**src/rtl/core/kst_pkg.sv**
```systemverilog
// Shared types and constants of the keyed semaphore table.
// No dependencies; used by the controller, the datapath and the top level.
`timescale 1ns / 1ps

package kst_pkg;

  typedef enum logic [2:0] {
    FN_CREATE   = 3'd0,
    FN_GETID    = 3'd1,
    FN_ATTACH   = 3'd2,
    FN_SET      = 3'd3,
    FN_GETCOUNT = 3'd4,
    FN_DELETE   = 3'd5,
    FN_DOWN     = 3'd6,
    FN_UP       = 3'd7
  } func_e;

  typedef enum logic [2:0] {
    ST_OK            = 3'd0,
    ST_NOT_FOUND     = 3'd1,
    ST_ACCESS_DENIED = 3'd2,
    ST_KEY_EXISTS    = 3'd3,
    ST_NO_SPACE      = 3'd4,
    ST_WOULD_BLOCK   = 3'd5
  } status_e;

  // Commands from the controller to the datapath.
  typedef struct packed {
    logic capture;
    logic fetch;
    logic exec;
  } ctrl_cmd_t;

  localparam logic [15:0] CountMax = 16'hFFFF;

endpackage

```
**src/rtl/core/kst_ctrl.sv**
```systemverilog
// Controller state machine of the keyed semaphore table.
// Depends on kst_pkg; drives the datapath commands and the handshake outputs.
`timescale 1ns / 1ps

module kst_ctrl import kst_pkg::*; (
  input  logic      clk_i,
  input  logic      rst_ni,
  input  logic      start_i,
  output logic      busy_o,
  output logic      done_o,
  output ctrl_cmd_t cmd_o
);

  typedef enum logic [1:0] {
    S_IDLE,
    S_FETCH,
    S_EXEC
  } state_e;

  state_e state_q;
  logic   done_q;

  always_ff @(posedge clk_i or negedge rst_ni) begin
    if (!rst_ni) begin
      state_q <= S_IDLE;
      done_q  <= 1'b0;
    end else begin
      done_q <= 1'b0;
      unique case (state_q)
        S_IDLE: begin
          if (start_i) state_q <= S_FETCH;
        end
        S_FETCH: begin
          state_q <= S_EXEC;
        end
        S_EXEC: begin
          state_q <= S_IDLE;
          done_q  <= 1'b1;
        end
        default: begin
          state_q <= S_IDLE;
        end
      endcase
    end
  end

  assign busy_o        = (state_q != S_IDLE);
  assign done_o        = done_q;
  assign cmd_o.capture = start_i && (state_q == S_IDLE);
  assign cmd_o.fetch   = (state_q == S_FETCH);
  assign cmd_o.exec    = (state_q == S_EXEC);

endmodule

```
**src/rtl/core/kst_dp.sv**
```systemverilog
// Datapath of the keyed semaphore table: slot registers, user row memory
// and the request evaluation. Depends on kst_pkg.
`timescale 1ns / 1ps

module kst_dp import kst_pkg::*; #(
  parameter int NUM_SLOTS = 16,
  parameter int NUM_USERS = 16
) (
  input  logic        clk_i,
  input  logic        rst_ni,
  input  ctrl_cmd_t   cmd_i,
  input  logic [2:0]  func_i,
  input  logic [7:0]  pid_i,
  input  logic [3:0]  slot_i,
  input  logic [31:0] key_i,
  input  logic [15:0] set_count_i,
  output logic [2:0]  status_o,
  output logic [15:0] value_o
);

  localparam int SW = (NUM_SLOTS > 1) ? $clog2(NUM_SLOTS) : 1;
  localparam int UW = (NUM_USERS > 1) ? $clog2(NUM_USERS) : 1;

  typedef struct packed {
    logic [NUM_USERS-1:0]      vld;
    logic [NUM_USERS-1:0][7:0] pid;
  } user_row_t;

  // Captured request.
  func_e       func_q;
  logic [7:0]  pid_q;
  logic [3:0]  slot_q;
  logic [31:0] key_q;
  logic [15:0] newc_q;

  // Slot table.
  logic [NUM_SLOTS-1:0]        active_q;
  logic [NUM_SLOTS-1:0][31:0]  skey_q;
  logic [NUM_SLOTS-1:0][7:0]   owner_q;
  logic [NUM_SLOTS-1:0][15:0]  count_q;
  logic [NUM_SLOTS-1:0]        row_vld_q;

  // User rows, one per slot.
  user_row_t user_mem [NUM_SLOTS];
  user_row_t row_raw_q;

  // Fetch stage results.
  logic [NUM_SLOTS-1:0] match_q;
  logic                 rv_q;
  logic                 live_q;
  logic                 owner_hit_q;
  logic [15:0]          cnt_q;

  logic [2:0]  status_q;
  logic [15:0] value_q;

  logic [SW-1:0] sidx;
  assign sidx = SW'(slot_q);

  // Execute stage.
  user_row_t     row_eff, row_new;
  logic          key_any, free_any, user_hit, empty_any;
  logic [SW-1:0] key_idx, free_idx;
  logic [UW-1:0] user_idx, empty_idx;
  status_e       st;
  logic [15:0]   val;
  logic          do_create, do_row_wr, do_cnt_wr, do_free;
  logic [15:0]   cnt_new;

  always_comb begin
    row_eff   = rv_q ? row_raw_q : '0;
    key_any   = 1'b0;
    key_idx   = '0;
    free_any  = 1'b0;
    free_idx  = '0;
    for (int s = NUM_SLOTS - 1; s >= 0; s--) begin
      if (match_q[s]) begin
        key_any = 1'b1;
        key_idx = SW'(s);
      end
      if (!active_q[s]) begin
        free_any = 1'b1;
        free_idx = SW'(s);
      end
    end
    user_hit  = 1'b0;
    user_idx  = '0;
    empty_any = 1'b0;
    empty_idx = '0;
    for (int u = NUM_USERS - 1; u >= 0; u--) begin
      if (row_eff.vld[u] && (row_eff.pid[u] == pid_q)) begin
        user_hit = 1'b1;
        user_idx = UW'(u);
      end
      if (!row_eff.vld[u]) begin
        empty_any = 1'b1;
        empty_idx = UW'(u);
      end
    end

    st        = ST_OK;
    val       = '0;
    do_create = 1'b0;
    do_row_wr = 1'b0;
    do_cnt_wr = 1'b0;
    do_free   = 1'b0;
    cnt_new   = cnt_q;
    row_new   = row_eff;

    unique case (func_q)
      FN_CREATE: begin
        if (key_any) begin
          st = ST_KEY_EXISTS;
        end else if (free_any) begin
          do_create = 1'b1;
          val       = 16'(free_idx);
        end else begin
          st = ST_NO_SPACE;
        end
      end
      FN_GETID: begin
        if (key_any) val = 16'(key_idx);
        else         st  = ST_NOT_FOUND;
      end
      FN_ATTACH: begin
        if (!live_q) begin
          st = ST_NOT_FOUND;
        end else if (owner_hit_q || user_hit) begin
          val = 16'(slot_q);
        end else if (empty_any) begin
          row_new.vld[empty_idx] = 1'b1;
          row_new.pid[empty_idx] = pid_q;
          do_row_wr = 1'b1;
          val       = 16'(slot_q);
        end else begin
          st = ST_NO_SPACE;
        end
      end
      FN_SET, FN_GETCOUNT, FN_DELETE: begin
        if (!live_q) begin
          st = ST_NOT_FOUND;
        end else if (!(owner_hit_q || user_hit)) begin
          st = ST_ACCESS_DENIED;
        end else if (func_q == FN_SET) begin
          do_cnt_wr = 1'b1;
          cnt_new   = newc_q;
        end else if (func_q == FN_GETCOUNT) begin
          val = cnt_q;
        end else if (owner_hit_q) begin
          do_free = 1'b1;
        end else begin
          row_new.vld[user_idx] = 1'b0;
          do_row_wr = 1'b1;
        end
      end
      FN_DOWN: begin
        if (!live_q) begin
          st = ST_NOT_FOUND;
        end else if (cnt_q == 16'd0) begin
          st = ST_WOULD_BLOCK;
        end else begin
          do_cnt_wr = 1'b1;
          cnt_new   = cnt_q - 16'd1;
        end
      end
      FN_UP: begin
        if (!live_q) begin
          st = ST_NOT_FOUND;
        end else if (cnt_q != CountMax) begin
          do_cnt_wr = 1'b1;
          cnt_new   = cnt_q + 16'd1;
        end
      end
      default: begin
        st = ST_NOT_FOUND;
      end
    endcase
  end

  // Request capture, fetch stage and result register.
  always_ff @(posedge clk_i) begin
    if (cmd_i.capture) begin
      func_q <= func_e'(func_i);
      pid_q  <= pid_i;
      slot_q <= slot_i;
      key_q  <= key_i;
      newc_q <= set_count_i;
    end
    if (cmd_i.fetch) begin
      for (int s = 0; s < NUM_SLOTS; s++) begin
        match_q[s] <= active_q[s] && (skey_q[s] == key_q);
      end
      row_raw_q   <= user_mem[sidx];
      rv_q        <= row_vld_q[sidx];
      live_q      <= (32'(slot_q) < NUM_SLOTS) && active_q[sidx];
      owner_hit_q <= (owner_q[sidx] == pid_q);
      cnt_q       <= count_q[sidx];
    end
    if (cmd_i.exec) begin
      status_q <= st;
      value_q  <= val;
    end
  end

  // User row memory.
  always_ff @(posedge clk_i) begin
    if (cmd_i.exec && do_row_wr) user_mem[sidx] <= row_new;
  end

  // Key and owner of a slot are only looked at while the slot is active.
  always_ff @(posedge clk_i) begin
    if (cmd_i.exec && do_create) begin
      skey_q[free_idx]  <= key_q;
      owner_q[free_idx] <= pid_q;
    end
  end

  always_ff @(posedge clk_i or negedge rst_ni) begin
    if (!rst_ni) begin
      active_q  <= '0;
      count_q   <= '0;
      row_vld_q <= '0;
    end else if (cmd_i.exec) begin
      if (do_create) begin
        active_q[free_idx]  <= 1'b1;
        row_vld_q[free_idx] <= 1'b0;
      end
      if (do_free)   active_q[sidx]  <= 1'b0;
      if (do_row_wr) row_vld_q[sidx] <= 1'b1;
      if (do_cnt_wr) count_q[sidx]   <= cnt_new;
    end
  end

  assign status_o = status_q;
  assign value_o  = value_q;

endmodule

```
**src/rtl/core/keyed_semaphore_table_unit.sv**
```systemverilog
// Top level of the keyed semaphore table.
// Depends on kst_pkg, kst_ctrl and kst_dp.
`timescale 1ns / 1ps

// Usage:
// A request item is accepted at a rising edge where start_i is high and busy_o
// is low. It carries an operation code, the requesting process id, a slot
// index, a key and a new count value. Each request yields exactly one result
// item, shown on status_o and value_o for one cycle while done_o is high.
// The receiver cannot stall, so the result is simply taken in that cycle.
// The accepting edge registers the request, the fetch cycle reads the slot
// entry and the user row of the slot from the row memory and compares the key
// against every slot, and the execute cycle evaluates the request, writes the
// tables back and registers the result together with done_o. The block
// handles one item at a time: busy_o stays high from the accepting edge until
// the result is registered.
// Reset makes every slot inactive, zeroes the counts and marks every user row
// empty through a per-row valid bit, so no clearing pass is needed and a
// request may start in the first cycle after reset.
module keyed_semaphore_table_unit import kst_pkg::*; #(
  parameter int NUM_SLOTS = 16,
  parameter int NUM_USERS = 16
) (
  input  logic        clk_i,
  input  logic        rst_ni,
  input  logic        start_i,
  output logic        busy_o,
  input  logic [2:0]  func_i,
  input  logic [7:0]  pid_i,
  input  logic [3:0]  slot_i,
  input  logic [31:0] key_i,
  input  logic [15:0] set_count_i,
  output logic        done_o,
  output logic [2:0]  status_o,
  output logic [15:0] value_o
);

  ctrl_cmd_t cmd;

  // The controller sequences capture, fetch and execute.
  kst_ctrl u_ctrl (
    .clk_i   (clk_i),
    .rst_ni  (rst_ni),
    .start_i (start_i),
    .busy_o  (busy_o),
    .done_o  (done_o),
    .cmd_o   (cmd)
  );

  // The datapath holds all table state and forms the result.
  kst_dp #(
    .NUM_SLOTS (NUM_SLOTS),
    .NUM_USERS (NUM_USERS)
  ) u_dp (
    .clk_i       (clk_i),
    .rst_ni      (rst_ni),
    .cmd_i       (cmd),
    .func_i      (func_i),
    .pid_i       (pid_i),
    .slot_i      (slot_i),
    .key_i       (key_i),
    .set_count_i (set_count_i),
    .status_o    (status_o),
    .value_o     (value_o)
  );

endmodule

```
**config.mk**
```make
export PLATFORM = sky130hd
export DESIGN_NAME = keyed_semaphore_table_unit
export DESIGN_NICKNAME = d
export VERILOG_FILES = /design/src/rtl/core/kst_pkg.sv /design/src/rtl/core/kst_ctrl.sv /design/src/rtl/core/kst_dp.sv /design/src/rtl/core/keyed_semaphore_table_unit.sv
export SDC_FILE = /design/constraint.sdc
export NUM_CORES = 2
export LEC_CHECK = 0
export BUFFER_PORTS_ARGS = -buffer_cell sky130_fd_sc_hd__buf_2
export CAP_MARGIN = 20
export CORE_MARGIN = 5
export CORE_UTILIZATION = 50
export CTS_CLUSTER_SIZE = 10
export DETAILED_ROUTE_END_ITERATION = 10
export GPL_TIMING_DRIVEN = 1
export HOLD_SLACK_MARGIN = 0.15
export PLACE_DENSITY = 0.73
export SLEW_MARGIN = 20
export SYNTH_ARGS = -nofsm -noshare
export SYNTH_HDL_FRONTEND = slang
export SYNTH_SLANG_ARGS = --single-unit
```
**constraint.sdc**
```tcl
create_clock -name clk_i -period 11.4 [get_ports clk_i]
set_input_delay 1.71 -clock clk_i [delete_from_list [all_inputs] [get_ports clk_i]]
set_output_delay 1.71 -clock clk_i [all_outputs]
set_load 0.01 [all_outputs]
```
==> impl_metrics.csv <==
group,metric,value,unit
clock_network,cts_hold_buffers,0,
finish,drive_above_1_share,25.8,%
clock_network,clock_sinks,3496,
clock_network,numCtsBuffers,405,
worst_hold_path,min_path_cells,2,
global_routing,grt_pass1_vias,74200,
status,outcome,"finished, final reports clean",
pwr,powerDensity,174,nW/um^2
place,io_buffers,86,
place,gp_congestion,0.918,
worst_setup_path,endpoint_kind,"register",
sta,worstMarginPinSlew,1110,ps
floorplanning,die_area,292000,um^2
worst_setup_path,worstSetupPathType,"register to register",
worst_setup_path,worst_r2r_startpoint,"u_dp.rv_q",
floorplanning,core-area,280000,um^2
worst_setup_path,slowest_delay,940,ps
floorplanning,die_y,540,um
finish,nets,7571,
yosys,async_flop_share,8.32,%
sta,fin_setup_tns,0,ps
sta,drv_slew,0,
sta,relSlewSlack,25.4,%
pwr,seqPwrFrac,52.7,%
worst_setup_path,r2r_setup_slack,4270,ps
floorplanning,fp-row-count,194,
worst_setup_path,slowest_stage,"buf_4",
worst_setup_path,crit_top_cell,"buf_4",
worst_setup_path,crit_family,"buffers and inverters",
clock_network,clkTransAtPathRegs,60,ps
yosys,postSynthCellCount,7151,
finish,fin_area,158000,um^2
floorplanning,start_util,50.3,%
routing,dr_total_vias,72500,
pwr,swShare,21.8,%
sta,rsz0062_at_grt,"false",
finish,fin_util,56.4,%
yosys,synth_area_leaders,"edfxtp_1 (68%), mux4_2 (14%), dfrtp_1 (5.2%), xnor2_1 (3.2%), mux2_2 (1.5%)",
routing,drtIter0Drc,9198,
clock_network,post_cts.repair.setup_buffers,0,
clock_network,cts_root_buf,"clkbuf_16",
place,dpl_cell_area,147000,um^2
yosys,yosys_warnings,0,
clock_network,clk_path_buf_depth,4,
routing,avgRoutedWirePerCell,30.6,um
pwr,ir_worst_vdd,0.170,mV
yosys,synth_nets,7223,
routing,viasPerCell,6.41,
pwr,pwr-share-comb,7.1,%
worst_setup_path,crit_path_cell_trace,"buf_4 -> buf_4 -> and2_1 -> a32o_1 -> a21oi_1 -> or4_1 -> nand4_1 -> or4_2 -> buf_4 -> and3_1 -> o211ai_1 -> buf_4 -> nor2_4 -> buf_12 -> buf_4",
finish,fillers,20100,
worst_hold_path,min_path_type,"register to register",
yosys,synth_edf_count,3205,
worst_hold_path,worstHoldStart,"u_dp.row_vld_q[1]",
worst_setup_path,reg2reg_to,"u_dp.user_mem[0][38]",
worst_hold_path,min_to,"u_dp.row_vld_q[1]",
pwr,leakage,50.9,nW
pwr,netSwitchingPower,5.98,mW
sta,hold_viol,0,
global_routing,grtUsageTotal,23.4,%
place,dp_slack,4470,ps
pwr,report.power.total,27.4,mW
global_routing,grt_max_degree,197,
global_routing,grt_pass1_wl,508,mm
global_routing,antenna_found_initial,8,
worst_setup_path,cp_num_buf_inv,6,
sta,min_period,7130,ps
pwr,internal-power,21.4,mW
sta,finalSetupViolCount,0,
run,cap_violations,0,
sta,setup_ws,4270,ps
routing,final_antenna_net_count,0,
worst_setup_path,cp_data_required_time,11920,ps
place,place_inst,10800,
clock_network,ctsResizeCount,0,
worst_setup_path,cp_max_fo,90,
worst_setup_path,arrival,7650,ps
pwr,clkPwrFrac,40.2,%
yosys,yosys.area.top_type,"edfxtp_1",
clock_network,htree_levels,5,
sta,fmax,140,MHz
worst_setup_path,r2r_cells,15,
yosys,syn_area_per_cell,19.7,um^2
routing,drc,0,
yosys,synth.distinct_cells,89,
floorplanning,io_pins,87,
clock_network,clock_latency,980,ps
yosys,synth_top_area_share,68.4,%
yosys,ys_ff_latch,3496,
yosys,synth_area,141000,um^2
yosys,synth-main-ff-cell,"edfxtp_1",
yosys,ys_seq_area_share,73.6,%
finish,area_growth,12.2,%
floorplanning,die_width,540,um
sta,holdWs,497,ps
routing,totalWireLength,346,mm
finish,final_cell_count_no_fill,11300,
sta,skew,84.7,ps
routing,first_pass_iters,6,
global_routing,grt_overflow,0,
clock_network,cts_tree,"built",
sta,fin_crit_sh,62.6,%
worst_setup_path,crit_path_start_kind,"register",
place,dp_hpwl,186,mm
-- layout by cell type, fill, tap and decap left out, types with 41 or more instances in the layout --
cell,synthesis,layout
a21oi_1,97,74
a31oi_1,42,41
buf_2,47,85
buf_4,7,244
clkbuf_1,290,68
clkbuf_16,0,410
dfrtp_1,291,291
edfxtp_1,3205,3205
inv_1,61,61
mux2_2,193,193
mux4_2,850,850
nand2_1,357,357
nand3_1,89,89
nand4_1,137,137
nor2_1,140,122
nor4_1,63,63
o21ai_0,182,154
xnor2_1,515,515
xor2_1,86,86
-- flip-flops by register name, summed over array words and instances (netlist names) --
signal and flops:
u_dp.user_mem 2304, u_dp.skey_q 512, u_dp.count_q 256, u_dp.row_raw_q 144
u_dp.owner_q 128, u_dp.key_q 32, u_dp.active_q 16, u_dp.cnt_q 16
u_dp.match_q 16, u_dp.newc_q 16, u_dp.row_vld_q 16, u_dp.value_o 16
u_dp.pid_q 8, u_dp.sidx 4, u_dp.func_q 3, u_dp.status_o 3
u_ctrl.state_q 2, u_ctrl.done_o 1, u_dp.live_q 1, u_dp.owner_hit_q 1
u_dp.rv_q 1
-- worst min-delay path: cells and delay by family (launching register included) --
family           cells  cell delay [ps]
AO/OA/AOI/OAI        1               60
AND/OR/NAND/NOR      1               50
flip-flops           1              350
-- cell families after synthesis --
group,count (synthesis),share of synthesized area [%]
buffers and inverters,482,1.36
flip-flops,3496,73.6
AO/OA/AOI/OAI,510,2.29
XOR/XNOR,601,3.74
multiplexers,1061,15.3
adder cells (fa/ha/maj),6,0.0534
AND/OR/NAND/NOR,995,3.69
-- cell type report --
type | instances | area, um^2 | share of cell area (%)
Antenna cell | 9 | 22.5 | 0.0143
Clock buffer | 479 | 10500 | 6.67
Clock inverter | 20 | 211 | 0.134
Inverter | 61 | 229 | 0.145
Multi-Input combinational cell | 3173 | 35800 | 22.7
Sequential cell | 3496 | 104000 | 65.6
Tap cell | 3724 | 4660 | 2.95
Timing Repair Buffer | 362 | 2850 | 1.81
-- power by group through the flow --
stage | registers [mW] | logic, mW | clock network (mW)
after floorplan | 14.7 | 1.24 | 0
after global placement | 14.7 | 1.87 | 0
after detailed placement | 14.7 | 1.92 | 0
after CTS | 14.5 | 1.93 | 11.2
after global routing | 14.5 | 2.07 | 11.7
final | 14.5 | 1.94 | 11.0
-- cells in the mapped netlist (all sizes together) (7+ instances only) --
cell type / count
nor2: 145
o22ai: 23
nand3: 89
a32oi: 25
a211oi: 9
and3: 18
inv: 61
or4: 13
nand4b: 15
nor2b: 13
buf: 130
nor3: 35
o21ai: 191
mux2: 193
o211ai: 9
nor4bb: 20
o21bai: 8
mux4: 850
a21oi: 98
mux2i: 18
nand2b: 15
edfxtp: 3205
clkbuf: 291
nor4: 76
nand4: 137
xor2: 86
or3: 10
xnor2: 515
and2: 29
a22oi: 13
nor3b: 7
o22a: 15
a31oi: 42
o32ai: 7
a221oi: 8
dfrtp: 291
nand2: 357
-- layer usage --
| layer | up-vias | routed length (um) | global-route usage (%) |
|---|---|---|---|
| met4 | 2 | 10600 | 7.04 |
| met5 | - | 10 | 0 |
| li1 | 29500 | - | - |
| met3 | 694 | 33400 | 4.79 |
| met1 | 38300 | 133000 | 32.5 |
| met2 | 4140 | 169000 | 38.0 |
-- how the worst max path moves through the flow --
stage | startpoint | endpoint | slack [ps] | cells past startpoint
2_1_floorplan | u_dp.pid_q[6] | u_dp.user_mem[12][0] | 1370 | 14
3_3_place_gp | u_dp.rv_q | u_dp.user_mem[5][110] | 4560 | 15
3_5_place_dp | u_dp.rv_q | u_dp.user_mem[5][38] | 4470 | 15
4_1_cts | u_dp.rv_q | u_dp.user_mem[5][88] | 4440 | 15
5_1_grt | u_dp.rv_q | u_dp.user_mem[5][88] | 4080 | 15
6_report | u_dp.rv_q | u_dp.user_mem[0][38] | 4270 | 15
(Power assumes the default switching activity.)
